==> src/design/aacm_pkg.sv <==
// ----------------------------------------------------------------------------
// aacm_pkg: shared types and constants for the axial angle circular mean
// Holds the CORDIC arctangent table, fixed-point widths, controller states
// and the command/status structs between controller and datapath.
// ----------------------------------------------------------------------------
`timescale 1ns / 1ps
`default_nettype none

package aacm_pkg;

  // Default parameter values.
  localparam int MaxLinesDefault    = 1024;
  localparam int AngleBitsDefault   = 16;
  localparam int CordicStepsDefault = 16;

  // Number of entries in the arctangent table.
  localparam int TableLen = 24;

  // Fixed-point widths: input code, sums, CORDIC x/y (Q23 grown), CORDIC z.
  localparam int CodeW = 16;
  localparam int SumW  = 27;
  localparam int Q15W  = 16;
  localparam int XyW   = 38;
  localparam int ZW    = 34;
  localparam int DegW  = 19;
  localparam int PhaseW = 32;

  // CORDIC start value and quarter turn in units of 2^-32 turn.
  localparam logic signed [XyW-1:0] CordicX0    = XyW'(64'sd5094007);
  localparam logic signed [ZW-1:0]  QuarterTurn = ZW'(64'sd1073741824);

  // Result for a set without lines: -999 degrees in Q8.
  localparam logic signed [DegW-1:0] EmptyQ8 = DegW'(-64'sd255744);

  // Q15 clamp limit.
  localparam logic signed [Q15W-1:0] Q15Max = 16'sd32767;

  // Controller states.
  typedef enum logic [2:0] {
    ST_IDLE,
    ST_ROTATE,
    ST_ACCUM,
    ST_FINAL,
    ST_VECTOR,
    ST_RESULT
  } state_t;

  // Commands from controller to datapath.
  typedef struct packed {
    logic load_rot;  // capture request angle, start sine/cosine rotation
    logic step;      // one CORDIC iteration
    logic accum;     // add sine/cosine into the sums, count the line
    logic load_vec;  // start atan2 vectoring from the sums, clear the set
    logic emit;      // write the result register
  } cmd_t;

  // Status from datapath to controller.
  typedef struct packed {
    logic below_max;  // line count still below its limit
    logic empty;      // no lines in the current set
    logic sums_zero;  // both sums are zero
  } sts_t;

  // Arctangent of 2^-i in units of 2^-32 turn.
  function automatic logic [30:0] atan_turn(input logic [4:0] idx);
    logic [30:0] v;
    case (idx)
      5'd0:    v = 31'd536870912;
      5'd1:    v = 31'd316933405;
      5'd2:    v = 31'd167458907;
      5'd3:    v = 31'd85004756;
      5'd4:    v = 31'd42667331;
      5'd5:    v = 31'd21354465;
      5'd6:    v = 31'd10679838;
      5'd7:    v = 31'd5340245;
      5'd8:    v = 31'd2670163;
      5'd9:    v = 31'd1335087;
      5'd10:   v = 31'd667544;
      5'd11:   v = 31'd333772;
      5'd12:   v = 31'd166886;
      5'd13:   v = 31'd83443;
      5'd14:   v = 31'd41722;
      5'd15:   v = 31'd20861;
      5'd16:   v = 31'd10430;
      5'd17:   v = 31'd5215;
      5'd18:   v = 31'd2608;
      5'd19:   v = 31'd1304;
      5'd20:   v = 31'd652;
      5'd21:   v = 31'd326;
      5'd22:   v = 31'd163;
      5'd23:   v = 31'd81;
      default: v = 31'd0;
    endcase
    return v;
  endfunction

endpackage

`default_nettype wire

==> src/design/aacm_ctrl.sv <==
// ----------------------------------------------------------------------------
// aacm_ctrl: controller for the axial angle circular mean
// Sequences request capture, CORDIC iterations, accumulation, the final
// atan2 and the output register handshake.
// ----------------------------------------------------------------------------
`timescale 1ns / 1ps
`default_nettype none

module aacm_ctrl #(
  parameter int N_STEPS = aacm_pkg::CordicStepsDefault,
  parameter int STEP_W  = $clog2(N_STEPS)
) (
  input  wire                 clk,
  input  wire                 rst,
  input  wire                 in_valid,
  output logic                in_ready,
  input  wire                 has_line,
  input  wire                 set_last,
  output logic                out_valid,
  input  wire                 out_ready,
  output aacm_pkg::cmd_t      cmd,
  input  aacm_pkg::sts_t      sts,
  output logic [STEP_W-1:0]   step_idx
);

  localparam logic [STEP_W-1:0] LastStep = STEP_W'(N_STEPS - 1);

  aacm_pkg::state_t  state, state_next;
  logic [STEP_W-1:0] step_idx_next;
  logic              last, last_next;
  logic              out_valid_next;

  // State and control registers.
  always_ff @(posedge clk) begin
    if (rst) begin
      state     <= aacm_pkg::ST_IDLE;
      step_idx  <= '0;
      last      <= 1'b0;
      out_valid <= 1'b0;
    end else begin
      state     <= state_next;
      step_idx  <= step_idx_next;
      last      <= last_next;
      out_valid <= out_valid_next;
    end
  end

  // Next state and commands.
  always_comb begin
    state_next     = state;
    step_idx_next  = step_idx;
    last_next      = last;
    out_valid_next = out_valid & ~out_ready;
    in_ready       = 1'b0;
    cmd            = '0;
    case (state)
      aacm_pkg::ST_IDLE: begin
        in_ready = 1'b1;
        if (in_valid) begin
          cmd.load_rot  = 1'b1;
          last_next     = set_last;
          step_idx_next = '0;
          if (has_line && sts.below_max) begin
            state_next = aacm_pkg::ST_ROTATE;
          end else if (set_last) begin
            state_next = aacm_pkg::ST_FINAL;
          end
        end
      end
      aacm_pkg::ST_ROTATE: begin
        cmd.step      = 1'b1;
        step_idx_next = step_idx + 1'b1;
        if (step_idx == LastStep) begin
          step_idx_next = '0;
          state_next    = aacm_pkg::ST_ACCUM;
        end
      end
      aacm_pkg::ST_ACCUM: begin
        cmd.accum  = 1'b1;
        state_next = last ? aacm_pkg::ST_FINAL : aacm_pkg::ST_IDLE;
      end
      aacm_pkg::ST_FINAL: begin
        cmd.load_vec  = 1'b1;
        step_idx_next = '0;
        if (sts.empty || sts.sums_zero) begin
          state_next = aacm_pkg::ST_RESULT;
        end else begin
          state_next = aacm_pkg::ST_VECTOR;
        end
      end
      aacm_pkg::ST_VECTOR: begin
        cmd.step      = 1'b1;
        step_idx_next = step_idx + 1'b1;
        if (step_idx == LastStep) begin
          step_idx_next = '0;
          state_next    = aacm_pkg::ST_RESULT;
        end
      end
      aacm_pkg::ST_RESULT: begin
        // Wait until the output register is free.
        if (!out_valid || out_ready) begin
          cmd.emit       = 1'b1;
          out_valid_next = 1'b1;
          state_next     = aacm_pkg::ST_IDLE;
        end
      end
      default: begin
        state_next = aacm_pkg::ST_IDLE;
      end
    endcase
  end

endmodule

`default_nettype wire

==> src/design/aacm_datapath.sv <==
// ----------------------------------------------------------------------------
// aacm_datapath: datapath for the axial angle circular mean
// One shared CORDIC unit (rotation for sine/cosine, vectoring for atan2),
// the sine and cosine sums, the line counter and the result register.
// ----------------------------------------------------------------------------
`timescale 1ns / 1ps
`default_nettype none

module aacm_datapath #(
  parameter int MAX_LINES  = aacm_pkg::MaxLinesDefault,
  parameter int ANGLE_BITS = aacm_pkg::AngleBitsDefault,
  parameter int STEP_W     = 4
) (
  input  wire                                  clk,
  input  wire                                  rst,
  input  wire  [aacm_pkg::CodeW-1:0]           theta_code,
  input  aacm_pkg::cmd_t                       cmd,
  output aacm_pkg::sts_t                       sts,
  input  wire  [STEP_W-1:0]                    step_idx,
  output logic signed [aacm_pkg::DegW-1:0]     mean_degree,
  output logic                                 set_empty
);

  localparam int CntW       = $clog2(MAX_LINES + 1);
  localparam int PhaseShift = aacm_pkg::PhaseW - ANGLE_BITS;
  localparam logic [63:0] AngleMask64 = (64'd1 << ANGLE_BITS) - 64'd1;
  localparam logic [aacm_pkg::CodeW-1:0] AngleMask = AngleMask64[aacm_pkg::CodeW-1:0];
  localparam int XyW = aacm_pkg::XyW;
  localparam int ZW  = aacm_pkg::ZW;
  localparam int PW  = ZW + 6;

  // Rounds a Q23 value to Q15 and clamps it to +/-32767.
  function automatic logic signed [aacm_pkg::Q15W-1:0] to_q15(
      input logic signed [XyW-1:0] v);
    logic signed [XyW-1:0] r;
    r = (v + XyW'(128)) >>> 8;
    if (r > XyW'(aacm_pkg::Q15Max)) begin
      return aacm_pkg::Q15Max;
    end else if (r < -XyW'(aacm_pkg::Q15Max)) begin
      return -aacm_pkg::Q15Max;
    end
    return r[aacm_pkg::Q15W-1:0];
  endfunction

  logic signed [XyW-1:0]            x, y;
  logic signed [ZW-1:0]             z;
  logic                             vec_mode;
  logic [1:0]                       quad;
  logic signed [aacm_pkg::SumW-1:0] sine_sum, cosine_sum;
  logic [CntW-1:0]                  line_count;

  // Phase of the doubled angle in units of 2^-32 turn.
  logic [aacm_pkg::CodeW-1:0]  code_masked;
  logic [aacm_pkg::PhaseW-1:0] phase;
  assign code_masked = theta_code & AngleMask;
  assign phase = {{(aacm_pkg::PhaseW - aacm_pkg::CodeW){1'b0}}, code_masked} << PhaseShift;

  // One CORDIC iteration; both modes share the add/subtract direction.
  logic signed [XyW-1:0] sx, sy, x_step, y_step;
  logic signed [ZW-1:0]  ang, z_step;
  logic                  dir_pos;
  always_comb begin
    sx  = x >>> step_idx;
    sy  = y >>> step_idx;
    ang = signed'(ZW'(aacm_pkg::atan_turn(5'(step_idx))));
    dir_pos = vec_mode ? !(y > 0) : !z[ZW-1];
    if (dir_pos) begin
      x_step = x - sy;
      y_step = y + sx;
      z_step = z - ang;
    end else begin
      x_step = x + sy;
      y_step = y - sx;
      z_step = z + ang;
    end
  end

  // Vectoring start: sums scaled by 256, folded into the right half-plane.
  logic signed [XyW-1:0] sv, cv, xv, yv;
  logic signed [ZW-1:0]  zv;
  always_comb begin
    sv = XyW'(sine_sum) <<< 8;
    cv = XyW'(cosine_sum) <<< 8;
    if (sts.sums_zero) begin
      xv = '0;
      yv = '0;
      zv = '0;
    end else if (cv < 0) begin
      if (sv >= 0) begin
        xv = sv;
        yv = -cv;
        zv = aacm_pkg::QuarterTurn;
      end else begin
        xv = -sv;
        yv = cv;
        zv = -aacm_pkg::QuarterTurn;
      end
    end else begin
      xv = cv;
      yv = sv;
      zv = '0;
    end
  end

  // Sine and cosine of the rotation result, placed in their quadrant.
  logic signed [aacm_pkg::Q15W-1:0] xq, yq, sin_q, cos_q;
  always_comb begin
    xq = to_q15(x);
    yq = to_q15(y);
    case (quad)
      2'd0: begin
        cos_q = xq;
        sin_q = yq;
      end
      2'd1: begin
        cos_q = -yq;
        sin_q = xq;
      end
      2'd2: begin
        cos_q = -xq;
        sin_q = -yq;
      end
      default: begin
        cos_q = yq;
        sin_q = -xq;
      end
    endcase
  end

  // Degrees in Q8 from the turn angle: floor((z * 45 + 2^21) / 2^22).
  logic signed [PW-1:0] z_ext, prod, deg_full;
  always_comb begin
    z_ext    = PW'(z);
    prod     = (z_ext <<< 5) + (z_ext <<< 3) + (z_ext <<< 2) + z_ext;
    deg_full = (prod + PW'(64'sd2097152)) >>> 22;
  end

  // Status toward the controller.
  assign sts.below_max = line_count < CntW'(MAX_LINES);
  assign sts.empty     = line_count == '0;
  assign sts.sums_zero = (sine_sum == '0) && (cosine_sum == '0);

  // CORDIC registers.
  always_ff @(posedge clk) begin
    if (cmd.load_rot) begin
      vec_mode <= 1'b0;
      quad     <= phase[aacm_pkg::PhaseW-1 -: 2];
      x        <= aacm_pkg::CordicX0;
      y        <= '0;
      z        <= ZW'(phase[aacm_pkg::PhaseW-3:0]);
    end else if (cmd.load_vec) begin
      vec_mode <= 1'b1;
      x        <= xv;
      y        <= yv;
      z        <= zv;
    end else if (cmd.step) begin
      x <= x_step;
      y <= y_step;
      z <= z_step;
    end
  end

  // Sums and line count; cleared when the final angle is started.
  always_ff @(posedge clk) begin
    if (rst || cmd.load_vec) begin
      sine_sum   <= '0;
      cosine_sum <= '0;
      line_count <= '0;
    end else if (cmd.accum) begin
      sine_sum   <= sine_sum + aacm_pkg::SumW'(sin_q);
      cosine_sum <= cosine_sum + aacm_pkg::SumW'(cos_q);
      line_count <= line_count + 1'b1;
    end
  end

  // Empty flag of the set being finished, and the result register.
  logic empty_set;
  always_ff @(posedge clk) begin
    if (cmd.load_vec) begin
      empty_set <= sts.empty;
    end
    if (cmd.emit) begin
      set_empty   <= empty_set;
      mean_degree <= empty_set ? aacm_pkg::EmptyQ8 : deg_full[aacm_pkg::DegW-1:0];
    end
  end

endmodule

`default_nettype wire

==> src/design/axial_angle_circular_mean.sv <==
// Sequence: a request with a line is captured, rotated through the CORDIC steps and accumulated;
// a last request then starts atan2, runs the vectoring steps and writes the result, or skips
// the vectoring when the set is empty or its sums are zero. A request without a line that is
// not last is taken in idle. Flow: one request at a time; in_ready is low while the shared CORDIC is busy.
// Reset: synchronous; clears the controller, output valid, sums and line count.
// ----------------------------------------------------------------------------
// axial_angle_circular_mean: mean direction of a set of line angles
// Doubles each axial angle, sums its sine and cosine, and on the last request
// of a set returns half of atan2 of the sums in degrees, signed Q8.
// ----------------------------------------------------------------------------
`timescale 1ns / 1ps
`default_nettype none

module axial_angle_circular_mean #(
  parameter int MAX_LINES    = aacm_pkg::MaxLinesDefault,
  parameter int ANGLE_BITS   = aacm_pkg::AngleBitsDefault,
  parameter int CORDIC_STEPS = aacm_pkg::CordicStepsDefault
) (
  input  wire                              clk,
  input  wire                              rst,
  input  wire                              in_valid,
  output logic                             in_ready,
  input  wire  [aacm_pkg::CodeW-1:0]       theta_code,
  input  wire                              has_line,
  input  wire                              set_last,
  output logic                             out_valid,
  input  wire                              out_ready,
  output logic signed [aacm_pkg::DegW-1:0] mean_degree,
  output logic                             set_empty
);

  localparam int NSteps = (CORDIC_STEPS > aacm_pkg::TableLen) ?
                          aacm_pkg::TableLen : CORDIC_STEPS;
  localparam int StepW  = $clog2(NSteps);

  aacm_pkg::cmd_t   cmd;
  aacm_pkg::sts_t   sts;
  logic [StepW-1:0] step_idx;

  // Controller.
  aacm_ctrl #(
    .N_STEPS (NSteps),
    .STEP_W  (StepW)
  ) u_ctrl (
    .clk       (clk),
    .rst       (rst),
    .in_valid  (in_valid),
    .in_ready  (in_ready),
    .has_line  (has_line),
    .set_last  (set_last),
    .out_valid (out_valid),
    .out_ready (out_ready),
    .cmd       (cmd),
    .sts       (sts),
    .step_idx  (step_idx)
  );

  // Datapath.
  aacm_datapath #(
    .MAX_LINES  (MAX_LINES),
    .ANGLE_BITS (ANGLE_BITS),
    .STEP_W     (StepW)
  ) u_datapath (
    .clk         (clk),
    .rst         (rst),
    .theta_code  (theta_code),
    .cmd         (cmd),
    .sts         (sts),
    .step_idx    (step_idx),
    .mean_degree (mean_degree),
    .set_empty   (set_empty)
  );

endmodule

`default_nettype wire

==> config.mk <==
export PLATFORM = sky130hd
export DESIGN_NAME = axial_angle_circular_mean
export DESIGN_NICKNAME = d
export VERILOG_FILES = /design/src/design/aacm_pkg.sv /design/src/design/aacm_ctrl.sv /design/src/design/aacm_datapath.sv /design/src/design/axial_angle_circular_mean.sv
export SDC_FILE = /design/constraint.sdc
export NUM_CORES = 2
export LEC_CHECK = 0
export BUFFER_PORTS_ARGS = -buffer_cell sky130_fd_sc_hd__buf_2
export CAP_MARGIN = 20
export CORE_ASPECT_RATIO = 0.8
export CORE_MARGIN = 1
export CORE_UTILIZATION = 45
export CTS_BUF_LIST = sky130_fd_sc_hd__clkbuf_16
export DETAILED_ROUTE_END_ITERATION = 12
export GPL_ROUTABILITY_DRIVEN = 1
export GPL_TIMING_DRIVEN = 0
export SETUP_SLACK_MARGIN = 0.4
export SLEW_MARGIN = 20
export SYNTH_ARGS = -nofsm -noshare
export SYNTH_HDL_FRONTEND = slang
export SYNTH_HIERARCHICAL = 1
export SYNTH_SLANG_ARGS = --single-unit
==> constraint.sdc <==
create_clock -name clk -period 11.6 [get_ports clk]
set_input_delay 2.32 -clock clk [delete_from_list [all_inputs] [get_ports clk]]
set_output_delay 2.32 -clock clk [all_outputs]
set_load 0.02 [all_outputs]
==> results.md <==
* Syn Inst Count at 3,684
* Slowest stage delay, CP at 0.74 ns
* Met1 usage at 51.3%
* Final GP Congestion at 1.08
* Most common cell after layout, fill and taps aside: nor2_1
* Worst path most repeated cell: clkbuf_1
* CP Max Fanout at 10
* Post-route ant nets at 0
* Distinct cells, synth at 95
* CP Launch Type: flip-flop
* Fraction of layout cells with a size suffix above 1 at 8.12%
* DRT iter0 DRCs at approximately 3,800
* Clk pin slew, worst setup/hold paths at 0.07 ns
* Initial Utilization at 45.5%
* Flop2flop setup slack at ~1.8 ns
* Post-route cell area at 32,000 µm²
* Port Buffers at between 40 and 50
* Drt first pass iters at 9
* WL per Instance at approximately 27 µm
* Crit Reg-Reg Startpoint: u_datapath/y[7]
* Post-synth top flop: dfxtp_1
* Period utilization at 84.4%
* Vias at 30,700
* CTS Buffer Depth at 3
* CP Class: flip-flop to flip-flop
* Worst Setup SP: u_datapath/y[7]
* Global Route met3 Usage at 10.4%
* Row cnt at 84
* Number of synthesized flops with an enable pin at 37
* Critical path destination: u_datapath/sine_sum[26]
* # setup viols final at 0
* Placed Area at 31,100 µm²
* Gr ovfl total at 0
* Total negative setup slack at 0 ns
* Post-CTS Repair Setup Buffers at 0
* Syn nets at 4,021
* Clock Skew at 0.0240 ns
* CTS tree: yes
* Worst rel slew slack at 13.7%
* DIE HEIGHT at approximately 230 µm
* Hold Buf Count CTS at 0
* DPL Wire Length at 99.4 mm
* Chip Width at just under 300 µm
* Worst hold slack at ~0.47 ns
* H-tree depth at 1
* Crit path DAT at 10.26 ns
* Register area share after synthesis at 15.2%
* Post-cts gate resize count at 0
* Slew @ Worst Pin at 1.29 ns
* Crit. End Element: flip-flop
* DR vias/cell at 6.60
* Syn. warnings at 6
* Root Buffer: clkbuf_16
* GRT Resource Usage Total at 36.1%
* Skew-Pair Late Insertion Delay at 0.61 ns
* Nets at between 4,000 and 5,000
* Initial antenna violation count at 3
* Largest net degree at the start of global routing at 17
* Most frequent cells in the layout: nor2_1 (367), a21oi_1 (284), nand2_1 (272), ha_1 (247), o21ai_0 (231)
* Max-Cap Viols at 0
* Final worst setup slack at around 1.8 ns
* Slew Limit Fails at 0
* WL final at 124 mm
* Core region area at 65,600 µm²
* Die area at 67,300 µm²
* Pre-CTS WS at 2.40 ns
* Vias in the first global route at 27,700
* Crit path max-delay cell type: nor3_1
* Worst EP required at ~12 ns
* Fin crit period at 9.79 ns
* Grt met2 use at 51.2%
* I/O pin count at 44
* FF-to-FF End: u_datapath/sine_sum[26]
* Reg2Reg Depth at 31
* Hold Fails Final Rpt at 0
* Clock sinks at between 200 and 250
* Tightest Hold Check Type: flip-flop to flip-flop
* Async SR Flop Fraction at 0%
* DR DRC count at 0
* Max Freq at 102 MHz
* Most Crowded Layer GR: met1
* Run status: complete, no violations
* Post-synthesis sequential element count at 208
* Syn Area/Cell at 8.09 µm²
* First-pass GRT wire length at 182 mm
* Layout Area Growth over Synthesis at 7.42%
* RSZ-0062 raised after global routing: false
* CTS buffer count at 28
* Post-Syn Area at 29,800 µm²
per-layer routing:
metal | up-vias | share of wire (%)
met2 | 1830 | 40
met1 | 14700 | 43
li1 | 13800 | -
met5 | - | 0.0081
met3 | 314 | 13
met4 | 2 | 4.7
critical path: cells and delay by family (launching register included):
family	cells	cell delay (ns)
and+or+nand+nor	13	3.22
AOI/OAI and AO/OA	9	2.92
buffers and inverters	5	1.81
DFF	1	0.62
adders and majority gates	2	0.62
muxes	1	0.30
xor gates and xnor gates	1	0.16
Yosys cell counts (87+ instances only):
master | n | area share [%]
a21oi_1 | 284 | 4.8
mux4_2 | 116 | 8.8
mux2i_1 | 114 | 3.8
clkbuf_1 | 171 | 2.2
ha_1 | 247 | 10
inv_1 | 98 | 1.2
dfxtp_1 | 171 | 11
nor2_1 | 367 | 4.6
o21ai_0 | 231 | 3.9
nand3_1 | 87 | 1.5
xor2_1 | 154 | 4.5
nor3_1 | 97 | 1.6
nand2_1 | 272 | 3.4
xnor2_1 | 201 | 5.9
state kept, by name, summed over array words and instances (netlist names), 2 cells and up:
signal                  flops
u_ctrl/state                3
u_ctrl/step_idx             4
u_datapath/cosine_sum      27
u_datapath/line_count      11
u_datapath/mean_degree     19
u_datapath/quad             2
u_datapath/sine_sum        27
u_datapath/x               38
u_datapath/y               38
u_datapath/z               34
logic make-up after synthesis:
group | Yosys count | share of synthesized area, %
and+or+nand+nor | 1163 | 18.9
buffers and inverters | 343 | 4.61
xor gates and xnor gates | 355 | 10.4
muxes | 257 | 13.6
adders and majority gates | 315 | 14.9
DFF | 208 | 15.2
AOI/OAI and AO/OA | 1043 | 22.3
how the worst min path moves through the flow:
stage | end | startpoint | cells after the start | slack [ns]
CTS | u_datapath/set_empty | u_datapath/empty_set | 0 | 0.48
floorplan | u_datapath/set_empty | u_datapath/empty_set | 0 | 0.42
detailed placement | u_datapath/set_empty | u_datapath/empty_set | 0 | 0.47
global placement | u_datapath/set_empty | u_datapath/empty_set | 0 | 0.47
finish | u_datapath/set_empty | u_datapath/empty_set | 0 | 0.47
global route | u_datapath/set_empty | u_datapath/empty_set | 0 | 0.49
per-stage QoR:
step / cells / utilization (%)
after floorplan: 3684 / -
after CTS: 4641 / 48.8
after global placement: 4587 / 47.4
after global routing: 4641 / 48.8
after detailed placement: 4590 / 47.5
final: 4643 / 48.8
layout make-up:
| type | instances | area (µm²) |
|---|---|---|
| Buffer | 241 | 992 |
| Inverter | 102 | 383 |
| Multi-Input combinational cell | 3133 | 23900 |
| Clock inverter | 23 | 180 |
| Timing Repair Buffer | 46 | 238 |
| Tap cell | 860 | 1080 |
| Clock buffer | 28 | 701 |
| Sequential cell | 208 | 4530 |
| Fill cell | 6513 | 33600 |
| Antenna cell | 2 | 5.00 |
Power is left out: the tool's default activity adds up to more than one toggle a clock period on the data nets, which glitch-free logic cannot reach.
